[src/rtl/kcl_pkg.sv]
// Shared types and constants for the keypad code lock.
// Used by kcl_debounce, kcl_ctrl and keypad_code_lock_with_lockout.
package kcl_pkg;

	// Default number of digits in one code
	localparam int CODE_DIGITS_DEF = 3;

	// Configuration register indexes
	localparam logic [2:0] REG_USER_CODE   = 3'd0;
	localparam logic [2:0] REG_ADMIN_CODE  = 3'd1;
	localparam logic [2:0] REG_DEBOUNCE    = 3'd2;
	localparam logic [2:0] REG_OPEN        = 3'd3;
	localparam logic [2:0] REG_BLINK_HALF  = 3'd4;
	localparam logic [2:0] REG_WARN_TOGGLE = 3'd5;
	localparam logic [2:0] REG_LOCKDOWN    = 3'd6;

	localparam int CFG_DATA_W = 18;

	// Configuration reset values
	localparam logic [5:0]  USER_CODE_RST   = 6'd27;
	localparam logic [5:0]  ADMIN_CODE_RST  = 6'd0;
	localparam logic [7:0]  DEBOUNCE_RST    = 8'd20;
	localparam logic [15:0] OPEN_RST        = 16'd5000;
	localparam logic [15:0] BLINK_HALF_RST  = 16'd500;
	localparam logic [7:0]  WARN_TOGGLE_RST = 8'd20;
	localparam logic [17:0] LOCKDOWN_RST    = 18'd120000;

	localparam logic [17:0] TIMER_MAX = 18'h3FFFF;

	// LED vector layout: bit0 green, bit1 blue, bit2 red
	localparam logic [2:0] LED_G = 3'b001;
	localparam logic [2:0] LED_B = 3'b010;
	localparam logic [2:0] LED_R = 3'b100;

	typedef enum logic [2:0] {
		EV_NONE        = 3'd0,
		EV_ACCEPTED    = 3'd1,
		EV_WRONG       = 3'd2,
		EV_WARNING     = 3'd3,
		EV_LOCKDOWN    = 3'd4,
		EV_ADMIN_OK    = 3'd5,
		EV_ADMIN_WRONG = 3'd6,
		EV_EXPIRED     = 3'd7
	} kcl_event_t;

	typedef struct packed {
		logic [5:0]  user_code;
		logic [5:0]  admin_code;
		logic [7:0]  debounce_ticks;
		logic [15:0] open_ticks;
		logic [15:0] blink_half_ticks;
		logic [7:0]  warning_toggles;
		logic [17:0] lockdown_ticks;
	} kcl_cfg_t;

	// Debouncer to lock controller: one released digit
	typedef struct packed {
		logic       taken;
		logic [1:0] digit;
	} kcl_digit_t;

	// One result item
	typedef struct packed {
		logic       led_green;
		logic       led_blue;
		logic       led_red;
		logic       digit_taken;
		kcl_event_t event_code;
		logic [1:0] failure_count;
	} kcl_result_t;

endpackage

[src/rtl/kcl_debounce.sv]
// Button debouncer: picks a candidate digit, confirms it, reports it on release.
// Depends on kcl_pkg.
module kcl_debounce (
	input  logic              clk,
	input  logic              arst_n,
	input  logic              step,
	input  logic [3:0]        buttons,
	input  logic [7:0]        debounce_ticks,
	output kcl_pkg::kcl_digit_t dig
);
	import kcl_pkg::*;

	typedef enum logic [2:0] {
		PH_IDLE    = 3'b001,
		PH_DEBOUNCE = 3'b010,
		PH_RELEASE = 3'b100
	} kcl_phase_t;

	kcl_phase_t phase_q, phase_n;
	logic [1:0] cand_q, cand_n;
	logic [7:0] cnt_q, cnt_n, cnt_inc;
	logic       held;
	logic [1:0] held_bit;

	// Button bit that the candidate digit maps to
	assign held_bit = (cand_q == 2'd0) ? 2'd3 : (cand_q - 2'd1);
	assign held     = buttons[held_bit];
	assign cnt_inc  = (cnt_q != 8'hFF) ? (cnt_q + 8'd1) : cnt_q;

	// Next press state
	always_comb begin
		phase_n   = phase_q;
		cand_n    = cand_q;
		cnt_n     = cnt_q;
		dig.taken = 1'b0;
		dig.digit = cand_q;
		case (phase_q)
			PH_IDLE: begin
				if (buttons != 4'd0) begin
					if (buttons[0])      cand_n = 2'd1;
					else if (buttons[1]) cand_n = 2'd2;
					else if (buttons[2]) cand_n = 2'd3;
					else                 cand_n = 2'd0;
					cnt_n   = 8'd0;
					phase_n = (debounce_ticks == 8'd0) ? PH_RELEASE : PH_DEBOUNCE;
				end
			end
			PH_DEBOUNCE: begin
				if (!held) begin
					phase_n = PH_IDLE;
				end else begin
					cnt_n = cnt_inc;
					if (cnt_inc >= debounce_ticks) phase_n = PH_RELEASE;
				end
			end
			PH_RELEASE: begin
				if (!held) begin
					phase_n   = PH_IDLE;
					dig.taken = 1'b1;
				end
			end
			default: begin
				phase_n = PH_IDLE;
			end
		endcase
	end

	// Advance on each sample taken while scanning
	always_ff @(posedge clk or negedge arst_n) begin
		if (!arst_n) begin
			phase_q <= PH_IDLE;
			cand_q  <= 2'd0;
			cnt_q   <= 8'd0;
		end else if (step) begin
			phase_q <= phase_n;
			cand_q  <= cand_n;
			cnt_q   <= cnt_n;
		end
	end

endmodule

[src/rtl/kcl_ctrl.sv]
// Lock state machine: code entry, checking, open, warning and lockdown timing.
// Depends on kcl_pkg; takes digits from kcl_debounce.
module kcl_ctrl #(
	parameter int CODE_DIGITS = kcl_pkg::CODE_DIGITS_DEF
) (
	input  logic                 clk,
	input  logic                 arst_n,
	input  logic                 step,
	input  kcl_pkg::kcl_cfg_t    cfg,
	input  kcl_pkg::kcl_digit_t  dig,
	output logic                 scan_en,
	output kcl_pkg::kcl_result_t res
);
	import kcl_pkg::*;

	localparam int EW = 2 * CODE_DIGITS;
	localparam int DW = $clog2(CODE_DIGITS + 1);

	typedef enum logic [3:0] {
		MODE_LOCKED   = 4'b0001,
		MODE_OPEN     = 4'b0010,
		MODE_WARN     = 4'b0100,
		MODE_LOCKDOWN = 4'b1000
	} kcl_mode_t;

	kcl_mode_t   mode_q, mode_n;
	logic [1:0]  wrong_q, wrong_n, wrong_fail;
	logic        wend_q, wend_n;
	logic [17:0] phase_q, phase_n, phase_inc;
	logic [15:0] blink_q, blink_n, blink_inc, half;
	logic [7:0]  tog_q, tog_n;
	logic [2:0]  led_q, led_n;
	logic [EW-1:0] entry_q, entry_n, entry_new;
	logic [DW-1:0] cnt_q, cnt_n;
	logic [EW+1:0] shift_w;
	logic [EW+5:0] ucode_w, acode_w;
	logic        done;
	kcl_event_t  ev;

	assign scan_en = (mode_q == MODE_LOCKED) || (mode_q == MODE_LOCKDOWN);

	// Entry shifted by the new digit, codes sized to the entry width
	assign shift_w   = {entry_q, dig.digit};
	assign entry_new = shift_w[EW-1:0];
	assign ucode_w   = {{EW{1'b0}}, cfg.user_code};
	assign acode_w   = {{EW{1'b0}}, cfg.admin_code};
	assign done      = scan_en && dig.taken && (cnt_q == DW'(CODE_DIGITS - 1));

	assign phase_inc  = (phase_q < TIMER_MAX) ? (phase_q + 18'd1) : phase_q;
	assign blink_inc  = blink_q + 16'd1;
	assign half       = (cfg.blink_half_ticks == 16'd0) ? 16'd1 : cfg.blink_half_ticks;
	assign wrong_fail = wend_q ? 2'd3 : ((wrong_q != 2'd3) ? (wrong_q + 2'd1) : 2'd3);

	// Next lock state and result
	always_comb begin
		mode_n  = mode_q;
		wrong_n = wrong_q;
		wend_n  = wend_q;
		phase_n = phase_q;
		blink_n = blink_q;
		tog_n   = tog_q;
		led_n   = led_q;
		entry_n = entry_q;
		cnt_n   = cnt_q;
		ev      = EV_NONE;

		// Collect a digit; drop the entry once complete
		if (scan_en && dig.taken) begin
			if (done) begin
				entry_n = '0;
				cnt_n   = '0;
			end else begin
				entry_n = entry_new;
				cnt_n   = cnt_q + DW'(1);
			end
		end

		case (mode_q)
			MODE_LOCKED: begin
				if (done) begin
					if (entry_new == ucode_w[EW-1:0]) begin
						wrong_n = 2'd0;
						wend_n  = 1'b0;
						mode_n  = MODE_OPEN;
						phase_n = 18'd0;
						led_n   = LED_G;
						ev      = EV_ACCEPTED;
					end else begin
						wrong_n = wrong_fail;
						wend_n  = 1'b0;
						if (wrong_fail == 2'd2) begin
							ev = EV_WARNING;
							if (cfg.warning_toggles == 8'd0) begin
								led_n  = LED_R;
								wend_n = 1'b1;
							end else begin
								mode_n  = MODE_WARN;
								blink_n = 16'd0;
								led_n   = led_q ^ LED_R;
								tog_n   = 8'd1;
							end
						end else if (wrong_fail == 2'd3) begin
							ev      = EV_LOCKDOWN;
							mode_n  = MODE_LOCKDOWN;
							phase_n = 18'd0;
							blink_n = 16'd0;
							led_n   = led_q | LED_B;
						end else begin
							ev = EV_WRONG;
						end
					end
				end
			end
			MODE_OPEN: begin
				phase_n = phase_inc;
				if (phase_inc >= {2'b00, cfg.open_ticks}) begin
					mode_n = MODE_LOCKED;
					led_n  = LED_R;
				end
			end
			MODE_WARN: begin
				blink_n = blink_inc;
				if (blink_inc >= half) begin
					blink_n = 16'd0;
					if (tog_q >= cfg.warning_toggles) begin
						mode_n = MODE_LOCKED;
						led_n  = LED_R;
						wend_n = 1'b1;
					end else begin
						led_n = led_q ^ LED_R;
						tog_n = tog_q + 8'd1;
					end
				end
			end
			MODE_LOCKDOWN: begin
				if (done && (entry_new == acode_w[EW-1:0])) begin
					wrong_n = 2'd0;
					wend_n  = 1'b0;
					mode_n  = MODE_LOCKED;
					led_n   = LED_R;
					ev      = EV_ADMIN_OK;
				end else begin
					if (done) ev = EV_ADMIN_WRONG;
					phase_n = phase_inc;
					blink_n = blink_inc;
					if (blink_inc >= half) begin
						blink_n = 16'd0;
						led_n   = led_q ^ LED_R;
					end
					if (phase_inc >= cfg.lockdown_ticks) begin
						mode_n  = MODE_LOCKED;
						led_n   = LED_R;
						entry_n = '0;
						cnt_n   = '0;
						ev      = EV_EXPIRED;
					end
				end
			end
			default: begin
				mode_n = MODE_LOCKED;
			end
		endcase

		res.led_green     = led_n[0];
		res.led_blue      = led_n[1];
		res.led_red       = led_n[2];
		res.digit_taken   = scan_en && dig.taken;
		res.event_code    = ev;
		res.failure_count = wrong_n;
	end

	// Advance state on each transfer
	always_ff @(posedge clk or negedge arst_n) begin
		if (!arst_n) begin
			mode_q  <= MODE_LOCKED;
			wrong_q <= 2'd0;
			wend_q  <= 1'b0;
			phase_q <= 18'd0;
			blink_q <= 16'd0;
			tog_q   <= 8'd0;
			led_q   <= LED_R;
			entry_q <= '0;
			cnt_q   <= '0;
		end else if (step) begin
			mode_q  <= mode_n;
			wrong_q <= wrong_n;
			wend_q  <= wend_n;
			phase_q <= phase_n;
			blink_q <= blink_n;
			tog_q   <= tog_n;
			led_q   <= led_n;
			entry_q <= entry_n;
			cnt_q   <= cnt_n;
		end
	end

endmodule

[src/rtl/keypad_code_lock_with_lockout.sv]
// Top level of the keypad code lock: configuration registers, handshake, result register.
// Depends on kcl_pkg, kcl_debounce and kcl_ctrl.
//
// Each transfer on the input channel is one tick's sample of the four buttons; each
// produces exactly one result (LED levels, digit pulse, event code, failure count).
// The block takes one sample per clock cycle unless in_stall holds it off; the result
// appears in the output register on the cycle after the transfer, since the single
// result register is the only register on the path: debouncing, code checking and
// all timers are updated in one pass of logic per sample. A new sample is taken while
// a result waits, as long as that result is taken in the same cycle. Configuration
// writes take effect at once and should be issued only while no result is outstanding.
module keypad_code_lock_with_lockout #(
	parameter int CODE_DIGITS = kcl_pkg::CODE_DIGITS_DEF
) (
	input  logic                          clk,
	input  logic                          arst_n,
	input  logic                          in_valid,
	output logic                          in_stall,
	input  logic [3:0]                    buttons,
	output logic                          out_valid,
	input  logic                          out_stall,
	output logic                          led_green,
	output logic                          led_blue,
	output logic                          led_red,
	output logic                          digit_taken,
	output logic [2:0]                    event_code,
	output logic [1:0]                    failure_count,
	input  logic                          cfg_we,
	input  logic [2:0]                    cfg_index,
	input  logic [kcl_pkg::CFG_DATA_W-1:0] cfg_data
);
	import kcl_pkg::*;

	kcl_cfg_t    cfg_q;
	kcl_digit_t  dig;
	kcl_result_t res, res_s1;
	logic        scan_en;
	logic        accept;
	logic        out_valid_q;

	// Stall only when a result waits and is not being taken
	assign in_stall = out_valid_q && out_stall;
	assign accept   = in_valid && !in_stall;

	// Configuration registers
	always_ff @(posedge clk or negedge arst_n) begin
		if (!arst_n) begin
			cfg_q.user_code        <= USER_CODE_RST;
			cfg_q.admin_code       <= ADMIN_CODE_RST;
			cfg_q.debounce_ticks   <= DEBOUNCE_RST;
			cfg_q.open_ticks       <= OPEN_RST;
			cfg_q.blink_half_ticks <= BLINK_HALF_RST;
			cfg_q.warning_toggles  <= WARN_TOGGLE_RST;
			cfg_q.lockdown_ticks   <= LOCKDOWN_RST;
		end else if (cfg_we) begin
			case (cfg_index)
				REG_USER_CODE:   cfg_q.user_code        <= cfg_data[5:0];
				REG_ADMIN_CODE:  cfg_q.admin_code       <= cfg_data[5:0];
				REG_DEBOUNCE:    cfg_q.debounce_ticks   <= cfg_data[7:0];
				REG_OPEN:        cfg_q.open_ticks       <= cfg_data[15:0];
				REG_BLINK_HALF:  cfg_q.blink_half_ticks <= cfg_data[15:0];
				REG_WARN_TOGGLE: cfg_q.warning_toggles  <= cfg_data[7:0];
				REG_LOCKDOWN:    cfg_q.lockdown_ticks   <= cfg_data[17:0];
				default: begin
				end
			endcase
		end
	end

	kcl_debounce u_debounce (
		.clk            (clk),
		.arst_n         (arst_n),
		.step           (accept && scan_en),
		.buttons        (buttons),
		.debounce_ticks (cfg_q.debounce_ticks),
		.dig            (dig)
	);

	kcl_ctrl #(
		.CODE_DIGITS (CODE_DIGITS)
	) u_ctrl (
		.clk     (clk),
		.arst_n  (arst_n),
		.step    (accept),
		.cfg     (cfg_q),
		.dig     (dig),
		.scan_en (scan_en),
		.res     (res)
	);

	// Result register: load on transfer, drop when taken
	always_ff @(posedge clk or negedge arst_n) begin
		if (!arst_n) begin
			out_valid_q <= 1'b0;
		end else if (accept) begin
			out_valid_q <= 1'b1;
		end else if (!out_stall) begin
			out_valid_q <= 1'b0;
		end
	end

	always_ff @(posedge clk) begin
		if (accept) begin
			res_s1 <= res;
		end
	end

	assign out_valid     = out_valid_q;
	assign led_green     = res_s1.led_green;
	assign led_blue      = res_s1.led_blue;
	assign led_red       = res_s1.led_red;
	assign digit_taken   = res_s1.digit_taken;
	assign event_code    = res_s1.event_code;
	assign failure_count = res_s1.failure_count;

endmodule

[config.mk]
export PLATFORM = sky130hd
export DESIGN_NAME = keypad_code_lock_with_lockout
export DESIGN_NICKNAME = d
export VERILOG_FILES = /design/src/rtl/kcl_pkg.sv /design/src/rtl/kcl_debounce.sv /design/src/rtl/kcl_ctrl.sv /design/src/rtl/keypad_code_lock_with_lockout.sv
export SDC_FILE = /design/constraint.sdc
export NUM_CORES = 1
export LEC_CHECK = 0
export BUFFER_PORTS_ARGS = -buffer_cell sky130_fd_sc_hd__clkbuf_2
export CAP_MARGIN = 20
export CORE_MARGIN = 3
export CORE_UTILIZATION = 25
export CTS_CLUSTER_DIAMETER = 80
export DETAILED_ROUTE_END_ITERATION = 10
export PLACE_DENSITY_LB_ADDON = 0.2
export RECOVER_POWER = 50
export REMOVE_ABC_BUFFERS = 1
export SYNTH_ARGS = -nofsm -noshare
export SYNTH_HDL_FRONTEND = slang
export SYNTH_SLANG_ARGS = --single-unit
[constraint.sdc]
create_clock -name clk -period 3.47 [get_ports clk]
set_clock_uncertainty 0.2 [all_clocks]
set_input_delay 0.347 -clock clk [delete_from_list [all_inputs] [get_ports clk]]
set_output_delay 0.347 -clock clk [all_outputs]
set_load 0.02 [all_outputs]
# Word-level counts from Yosys, hierarchy flattened
# Cells that the tools add are included.
[totals]
reg_bits = 161
in_bits = 30
out_inout_bits = 11
word_cells = 214
[classes]
add_sub_neg = 7
magnitude_cmp = 7
n_eq_ne = 42
n_mux = 98
n_bitwise = 1
reduce_logical = 33
[ops]
columns = ["cell", "n"]
rows = [
  ["16-bit two-way mux", 8],
  ["18-bit two-way mux", 6],
  ["8-bit two-way mux", 9],
  ["3-bit two-way mux", 22],
  ["18-bit one-hot mux with 3 select lines", 1],
  ["16-bit one-hot mux with 3 select lines", 1],
  ["4-bit two-way mux", 10],
  ["8-bit one-hot mux with 2 select lines", 2],
  ["2-bit two-way mux", 15],
  ["6-bit two-way mux", 5],
  ["18-bit by 1-bit adder with 18-bit output, second input constant", 1],
  ["18-bit by 16-bit >= comparator with 1-bit output", 1],
  ["18-bit >= comparator", 1],
  ["18-bit < comparator, second input constant", 1],
  ["3-bit != test, second input constant", 6],
  ["16-bit by 1-bit adder with 16-bit output, second input constant", 1],
  ["8-bit by 1-bit adder with 8-bit output, second input constant", 2],
  ["16-bit >= comparator", 1],
  ["8-bit >= comparator", 2],
  ["16-bit zero test", 1],
  ["8-bit zero test", 2],
  ["2-bit != test, second input constant", 8],
  ["4-bit one-hot mux with 4 select lines", 1],
  ["8-bit AND reduction", 2],
  ["36 further kinds", 79],
]

# Depth between registers and ports, before layout
# Gate-level depths: netlist (run 1).
[depth]
depth_word = 13
depth_mapped = 18
mapped_depth_nobuf = 17

# Hierarchy
# A second synthesis (run 1) with hierarchy kept.
[unflattened]
cells_unflattened = 947
hier_area_um2 = 9728.1
[by_module_without_submodules]
columns = ["mod", "instances", "cells_each", "area_per_inst_um2"]
rows = [
  ["kcl_ctrl", 1, 638, 5188.7],
  ["keypad_code_lock_with_lockout", 1, 188, 3454.6],
  ["kcl_debounce", 1, 121, 1084.8],
]

# Worst setup path before layout (run 1)
# No wires, ideal clock.
[synth_path]
kind = "reg2reg"
startpoint = "register u_ctrl.blink_q[0]"
endpoint = "register u_ctrl.mode_q[0]"
t_arrival_ps = 3554
setup_slack_ps = -367
path_stages_with_launch = 18
path_buffers = 1
synth_period_minus_slack_ps = 3837
path_cell_list = "dfrtp_1 -> ha_1 -> and3_1 -> and3_1 -> clkbuf_1 -> nand3_1 -> inv_1 -> nand3_1 -> xnor2_1 -> ha_1 -> nand4_1 -> a2111oi_4 -> nand2_1 -> o211ai_4 -> inv_2 -> o21a_1 -> or3_4 -> mux2_4"
[synth_via]
elab_chain_len = 4
[synth_rtl]
columns = ["item", "line_no", "text"]
rows = [
  ["start, declared", "kcl_ctrl.sv:30", "logic [15:0] blink_q, blink_n, blink_inc, half;"],
  ["start signal, assigned", "kcl_ctrl.sv:189", "blink_q <= blink_n;"],
  ["16-bit by 1-bit adder with 16-bit output", "kcl_ctrl.sv:50", "assign blink_inc = blink_q + 16'd1;"],
  ["16-bit >= comparator", "kcl_ctrl.sv:123", "if (blink_inc >= half) begin"],
  ["2-bit by 1-bit != test with 1-bit output (no source line)", "-", ""],
  ["8-bit AND reduction (no source line)", "-", ""],
  ["end signal, assigned", "kcl_ctrl.sv:185", "mode_q <= mode_n;"],
  ["end, declared", "kcl_ctrl.sv:26", "kcl_mode_t mode_q, mode_n;"],
]
# Every way passes these cells.
# A chain may end at the register's enable or synchronous reset.

# Worst setup path after layout (run 1)
[layout_path]
startpoint = "register u_ctrl.phase_q[0]"
endpoint = "register u_ctrl.mode_q[0]"
[layout_via]
elab_chain_len = 5
elab_cells_between_ends = 8
classes_between = "add/sub: 1; order compare: 3; eq/ne: 2; mux: 1; reduce/logical: 1"
[layout_rtl]
columns = ["item", "line_no", "text"]
rows = [
  ["start, declared", "kcl_ctrl.sv:29", "logic [17:0] phase_q, phase_n, phase_inc;"],
  ["start signal, assigned", "kcl_ctrl.sv:188", "phase_q <= phase_n;"],
  ["18-bit by 1-bit adder with 18-bit output or 18-bit < comparator (tied branches)", "kcl_ctrl.sv:49", "assign phase_inc = (phase_q < TIMER_MAX) ? (phase_q + 18'd1) : phase_q;"],
  ["18-bit two-way mux *", "kcl_ctrl.sv:49", ""],
  ["18-bit >= comparator or 18-bit by 16-bit >= comparator with 1-bit output (tied branches)", "kcl_ctrl.sv:150, kcl_ctrl.sv:116", ""],
  ["3-bit != test (no source line) or 2-bit by 1-bit != test with 1-bit output (tied branches)", "-", ""],
  ["8-bit AND reduction (no source line) *", "-", ""],
]
# Mark *: on every way between the ends. The rest lies on a longest branch, timed or not.

==> metrics.md, run 1 <==
| Metric | Value |
|---|---|
| Pleak | 5.83 nW |
| Number of global-route vias before repair | 7,832 |
| Max_cap viols | 0 |
| RD Place Congestion | 0.782 |
| Max Freq | 256 MHz |
| Arrival @ worst endpoint | 4060 ps |
| Primary FF master, synth | dfrtp_1 |
| Overall Global Routing Usage | approximately 13% |
| Worst Path Required | approximately 3600 ps |
| Synth Warn # | 0 |
| Share of total power in sequential cells | 39.0% |
| Root Driver | clkbuf_16 |
| Yosys cell types | 83 |
| Failing checks | setup timing |
| TritonCTS sink count | between 150 and 200 |
| Post-synthesis sequential area ratio | 42.6% |
| Syn_area_per_cell | 9.85 um2 |
| Mapped Cells | 968 |
| First-pass GRT wire length | roughly 42,000 um |
| CTS tree | built |
| Vias per cell | 4.57 |
| Post-synthesis async set-or-reset flop share | between 90% and 100% |
| Final WS setup | -430 ps |
| Fin. Hold Viols | 0 |
| Die X | 201 um |
| TritonCTS buffer count | 17 |
| ANT cells | 0 |
| Maximum number of pins on one net before global-route repair | 75 |
| Total Power | 6.61 mW |
| WS Path Type | reg -> reg |
| Core area | ~37,000 um2 |
| CP Capture Type | register |
| Max-slew violations | 0 |
| Hold Crit Class | in -> reg |
| Slew @ Worst Pin | 1270 ps |
| IO Port Bufs | 40 |
| Detailed-route via count | between 7,000 and 8,000 |
| CTS clk-pin slew, worst paths | 60 ps |
| Final setup viols | 42 |
| Antenna violations before repair | 0 |
| Post-route ant nets | 0 |
| Iteration-0 DRC Markers | 319 |
| Sw power | about 2.2 mW |
| Int Pwr | around 4.4 mW |
| Final Net Count | 1,254 |
| Worst-path maximum fanout | 4 |
| Syn-to-layout area delta | 32.5% |
| Routed WL | 25,200 um |
| Routed WL per cell | 15.1 um |
| Min cycle time layout | approximately 4000 ps |
| Synth Register Bits | ~160 |
| Clock power share | between 30% and 40% |
| Comb pwr share | between 30 and 40% |
| Placement Rows | 70 |
| Max clock buf depth | 2 |
| H-Tree Depth | 4 |
| Die ar. | 40,500 um2 |
| Share of layout cells above drive strength 1 | roughly a third |
| Status | finished, violations left |
| Initial Util | about a quarter |
| Final core utilization | 34.0% |
| Sw frac | between 30% and 40% |
| Final worst-path cycle share | 112% |
| Relative slew slack | 15.1% |
| RSZ-0062 raised after global routing | yes |
| Worst slack, placed | -779 ps |
| Latest clock arrival within the worst-skew pair | 440 ps |
| Pwr/cell area | 524 nW/um2 |
| Mapped cell area | about 9500 um2 |
| Pre-Repair DR Iteration Count | 4 |
| Remaining Overflow, GRT | 0 |
| VDD IR max | 0.000381 V |
| Number of synthesized flops with an enable pin | 9 |
| Die Y | roughly 200 um |
| Drt drc | 0 |
| DP HPWL | between 15,000 and 20,000 um |
| Crit start category | register |
| # IOs | 41 |
==> placed cells by master (no fill, tap or decap), types with 8 or more instances in the layout <==
master,count
clkbuf_2,37
a21oi_1,39
clkbuf_16,18
buf_4,115
nand2_1,94
buf_6,17
nand4_1,14
nand2b_1,15
a22o_1,15
edfxtp_1,9
nor4_1,10
dfrtp_1,121
o31ai_1,12
o21ai_0,55
dfstp_2,29
a21o_1,14
xnor2_1,23
dlygate4sd3_1,14
mux2_2,58
inv_1,80
a31oi_1,16
nand3_1,22
ha_1,62
xor2_1,15
and3_4,8
clkbuf_1,11
and3_1,9
nor2_1,46
==> layout make-up <==
cell class	count	area, um2
multi-input combinational	701	5600
sequential	159	4060
clock buffer	22	475
timing repair buffer	192	1420
inverter	82	308
tap	504	631
clock inverter	10	136
fill	3884	24500
==> Yosys cell counts, drive strengths merged (17+ instances only) <==
cell type | count | area share [%]
dfrtp | 121 | 32
clkbuf | 20 | 0.79
ha | 71 | 9.3
a21oi | 48 | 2.6
nand3 | 27 | 1.5
o21ai | 69 | 3.7
xnor2 | 29 | 2.7
mux2 | 60 | 7.1
inv | 82 | 3.2
and3 | 17 | 1.1
nand2 | 100 | 4.0
dfstp | 29 | 8.0
nor2 | 51 | 2.0
xor2 | 18 | 1.7
a31oi | 17 | 1.2
==> stage by stage <==
stage / std cells / setup TNS [ps] / hold WS (ps) / cell area (um2)
final: 1670 / -8550 / 48.2 / 12600
after floorplan: 942 / -7940 / -149 / 9410
after detailed placement: 1605 / -18420 / 129 / 11200
after CTS: 1664 / -9010 / 32.4 / 12500
after global placement: 1605 / -18030 / 125 / 11200
after global routing: 1670 / -19730 / 68.6 / 12600
==> logic make-up (layout without fill, tap and decap cells) <==
| group | Yosys count | count (layout) | synth area share, % |
|---|---|---|---|
| buffers and inverters | 108 | 306 | 4.55 |
| flip-flops | 159 | 159 | 42.6 |
| adder cells (fa/ha/maj) | 71 | 71 | 9.32 |
| AND/OR/NAND/NOR | 299 | 299 | 16.4 |
| multiplexers | 64 | 64 | 7.55 |
| AO/OA/AOI/OAI | 220 | 220 | 15.3 |
| XOR/XNOR | 47 | 47 | 4.32 |
==> layer usage <==
metal | vias to the layer above | GRT usage [%] | part of all wire (%)
met5 | - | 0 | 0
met3 | 27 | 2.23 | 2.8
met1 | 3707 | 17.3 | 48
met2 | 74 | 20.9 | 47
met4 | 0 | 4.21 | 1.8
li1 | 3823 | - | -
==> what timing repair did <==
item	CTS	global route
setup buffers	14	5
pin swaps	63	19
cloned	0	0
gates resized for setup	111	16
endpoints found under the setup margin	44	44
hold buffers	14	0
endpoints found under the hold margin	61	0
==> power groups by stage <==
stage	Combinational [mW]	Sequential [mW]	Clock, mW
5_1_grt	2.32	2.64	2.12
3_3_place_gp	1.83	2.61	0
2_1_floorplan	1.22	2.54	0
4_1_cts	2.02	2.58	2.05
6_report	2.04	2.58	1.99
3_5_place_dp	1.85	2.61	0
==> critical path, stage by stage (launching register included) <==
cell	delay [ps]
dfrtp_1	360
buf_4	110
buf_4	120
nand3_2	110
nor2_4	160
nand2_2	90
nor3_4	280
buf_4	180
nand2_4	60
xnor2_4	150
ha_1	300
and4_1	210
nand3_2	110
nor2_2	150
a21oi_2	80
a21oi_4	280
o22ai_4	150
or3_4	390
mux2_4	300
==> worst paths after layout <==
kind / endpoint / slack, ps / cells past startpoint / from
max: u_ctrl.mode_q[0] / -430 / 18 / u_ctrl.phase_q[0]
min: cfg_q[32] / 50 / 3 / cfg_data[6]
max reg2reg: u_ctrl.mode_q[0] / -430 / 18 / u_ctrl.phase_q[0]
min reg2reg: cfg_q[48] / 300 / 1 / cfg_q[48]
max in group asynchronous: u_ctrl.tog_q[6] / 790 / 3 / arst_n
min in group asynchronous: u_ctrl.blink_q[11] / 500 / 2 / arst_n
==> sequential cells by signal (all words and copies together), names as in the netlist, 3 cells and up <==
name,flops
u_ctrl.phase_q,18
u_ctrl.mode_q,4
u_debounce.cnt_q,8
cfg_q,78
u_ctrl.entry_q,4
u_ctrl.blink_q,16
u_ctrl.led_q,3
event_code,3
u_debounce.phase_q,3
u_ctrl.tog_q,8
Power figures use the tool's default switching activity.
==> run 2: changes to the inputs <==
==> constraint.sdc (replaced) <==
create_clock -name clk -period 4.2 [get_ports clk]
set_clock_uncertainty 0.2 [all_clocks]
set_input_delay 0.42 -clock clk [delete_from_list [all_inputs] [get_ports clk]]
set_output_delay 0.42 -clock clk [all_outputs]
set_load 0.02 [all_outputs]
==> run 2 against run 1 <==
The flow finishes with violations (capacitance limit, slew limit). Final cell count decreased by 6.0%. First-iteration DRC count decreased by 7.2%. Setup slack improved by 590 ps. Fmax decreased by 3.4%. Utilization decreased by 3.3 points. Critical path depth decreased by 2. Sequential share of layout area increased by 3.5 points. Count of clock-buffer cells in the layout decreased by 3. Cell area decreased by 9.8%. Hold slack got worse by 26 ps. Sequential power decreased by 17%. Register-to-register slack improved by 590 ps. Critical endpoint unchanged.
==> metrics.md, run 2 (synthesized netlist as in run 1, its figures left out) <==
| Metric | Value |
|---|---|
| Status | finished, violations left |
| Failing checks | capacitance limit, slew limit |
| Max_cap viols | 1 |
| M1 WL | 12,400 um |
| Worst-path maximum fanout | 5 |
| Final Net Count | about 1,200 |
| Core area | 37,100 um2 |
| Final worst-path cycle share | 96.1% |
| Commonest cells after routing, fill and taps aside | 120 x dfrtp_1, 97 x nand2_1, 81 x inv_1 |
| CTS clk-pin slew, worst paths | 70 ps |
| Multi-input combinational cell area | 5230 um2 |
| RSZ-0062 raised after global routing | yes |
| TritonCTS buffer count | 17 |
| Pwr/cell area | 453 nW/um2 |
| Regs by FF count | cfg_q x78, u_ctrl.phase_q x18, u_ctrl.blink_q x16 |
| Most Frequent Cell on Critical Path | and3_4 |
| Fin. Hold Viols | 0 |
| Register area | between 4000 and 5000 um2 |
| Pleak | 5.13 nW |
| DP HPWL | 17,600 um |
| Crit start category | register |
| Min cycle time layout | 4040 ps |
| Highest Signal Layer | met4 |
| VDD IR max | 0.000292 V |
| TritonCTS sink count | 159 |
| Max Freq | approximately 250 MHz |
| First-pass GRT wire length | approximately 39,000 um |
| IO Port Bufs | 40 |
| CP Capture Type | register |
| H-Tree Depth | 4 |
| WS Path Type | reg -> reg |
| Met3 wire length | 464 um |
| Number of global-route vias before repair | 7,207 |
| Detailed-route via count | between 7,000 and 8,000 |
| Die X | 201 um |
| Latest clock arrival within the worst-skew pair | 440 ps |
| Arrival @ worst endpoint | 4200 ps |
| Max clock buf depth | 2 |
| Post-route ant nets | 0 |
| Most common cell after layout, fill and taps aside | dfrtp_1 |
| Routed WL | around 24,000 um |
| Share of layout cells above drive strength 1 | a little under a quarter |
| Remaining Overflow, GRT | 0 |
| Critical path's largest stage delay | 430 ps |
| Worst hold margin | around 22 ps |
| RD Place Congestion | 0.794 |
| Final setup viols | 0 |
| Root Driver | clkbuf_16 |
| Worst-path cell chain | ha_2, and3_4, and3_4, nand3_2, inv_1, nand3_1, xnor2_1, ha_1, nand4_1, a2111oi_4, nand2_1, o211ai_4, inv_2, o21a_2, or3_4, mux2_4 |
| # IOs | 41 |
| Overall Global Routing Usage | 12.1% |
| Final cell count without fillers | 1,569 |
| CP max stage cell | or3_4 |
| Die ar. | slightly above 40,000 um2 |
| CTS tree | built |
| Relative slew slack | -37.8% |
| Pre-Repair DR Iteration Count | 5 |
| ANT cells | 0 |
| Placement Rows | 70 |
| Worst Path Required | 4360 ps |
| TNS Setup | 0 ps |
| Hold Crit Class | in -> reg |
| Largest register FFs | just under 80 |
| Biggest register | cfg_q |
| Filler Cell Count | 3,883 |
| Vias per cell | 4.60 |
| Initial Util | 25.7% |
| Total Power | ~5.2 mW |
| Routed WL per cell | roughly 15 um |
| Die Y | between 200 and 250 um |
| Antenna violations before repair | 0 |
| Drt drc | 0 |
| Maximum number of pins on one net before global-route repair | 78 |
| WL met2 | around 11,000 um |
| Slew @ Worst Pin | 2070 ps |
| Max-slew violations | 77 |
| Cells after DPL | 1,523 |
| Iteration-0 DRC Markers | about 300 |
| Syn-to-layout area delta | 19.5% |
run 2: layer usage:
| metal | track usage (%) | vias up |
|---|---|---|
| met4 | 3.24 | 0 |
| met1 | 17.1 | 3517 |
| met2 | 19.1 | 63 |
| met5 | 0 | - |
| li1 | - | 3629 |
| met3 | 1.89 | 16 |
run 2: worst paths after layout:
path	start	end	slack, ps	cells after the start
max	u_ctrl.blink_q[0]	u_ctrl.mode_q[0]	160	16
min	cfg_data[17]	cfg_q[17]	20	2
max reg2reg	u_ctrl.blink_q[0]	u_ctrl.mode_q[0]	160	16
min reg2reg	cfg_q[17]	cfg_q[17]	310	1
max in group asynchronous	arst_n	u_ctrl.blink_q[0]	1520	2
min in group asynchronous	arst_n	u_ctrl.blink_q[14]	920	2
run 2: through the flow:
stage | utilization, % | area [um2] | worst slack, ps
2_1_floorplan | - | 9410 | 311
3_3_place_gp | 28.4 | 10600 | -214
3_5_place_dp | 28.4 | 10600 | -205
4_1_cts | 30.1 | 11200 | -18.5
5_1_grt | 30.7 | 11400 | -63.7
6_report | 30.7 | 11400 | 163
run 2: layout make-up:
cell class / count / share of cell area [%]
Clock buffer: 19 / 3.97
Clock inverter: 13 / 1.11
Inverter: 82 / 2.70
Multi-Input combinational cell: 701 / 45.9
Sequential cell: 159 / 35.6
Tap cell: 504 / 5.53
Timing Repair Buffer: 91 / 5.12
run 2: critical path, delay by kind of cell (launching register included):
family | cells | cell delay, ps
and+or+nand+nor | 7 | 1340
buffers and inverters | 2 | 160
muxes | 1 | 300
adders and majority gates | 2 | 520
DFF | 1 | 410
AOI/OAI and AO/OA | 3 | 860
xor gates and xnor gates | 1 | 160
run 2: where the power goes:
part           switching, mW  internal (mW)  total [mW]
Sequential             0.254           1.88        2.14
Clock                  0.702          0.862        1.56
Combinational          0.811          0.654        1.46
Total                   1.77           3.40        5.17
run 2: repair_timing:
action / 4_1_cts / 5_1_grt
endpoints found under the setup margin: 16 / 31
hold buffers: 2 / 0
buffers inserted: 0 / 11
endpoints found under the hold margin: 64 / 0
resized for setup: 3 / 43
pin swaps: 0 / 17
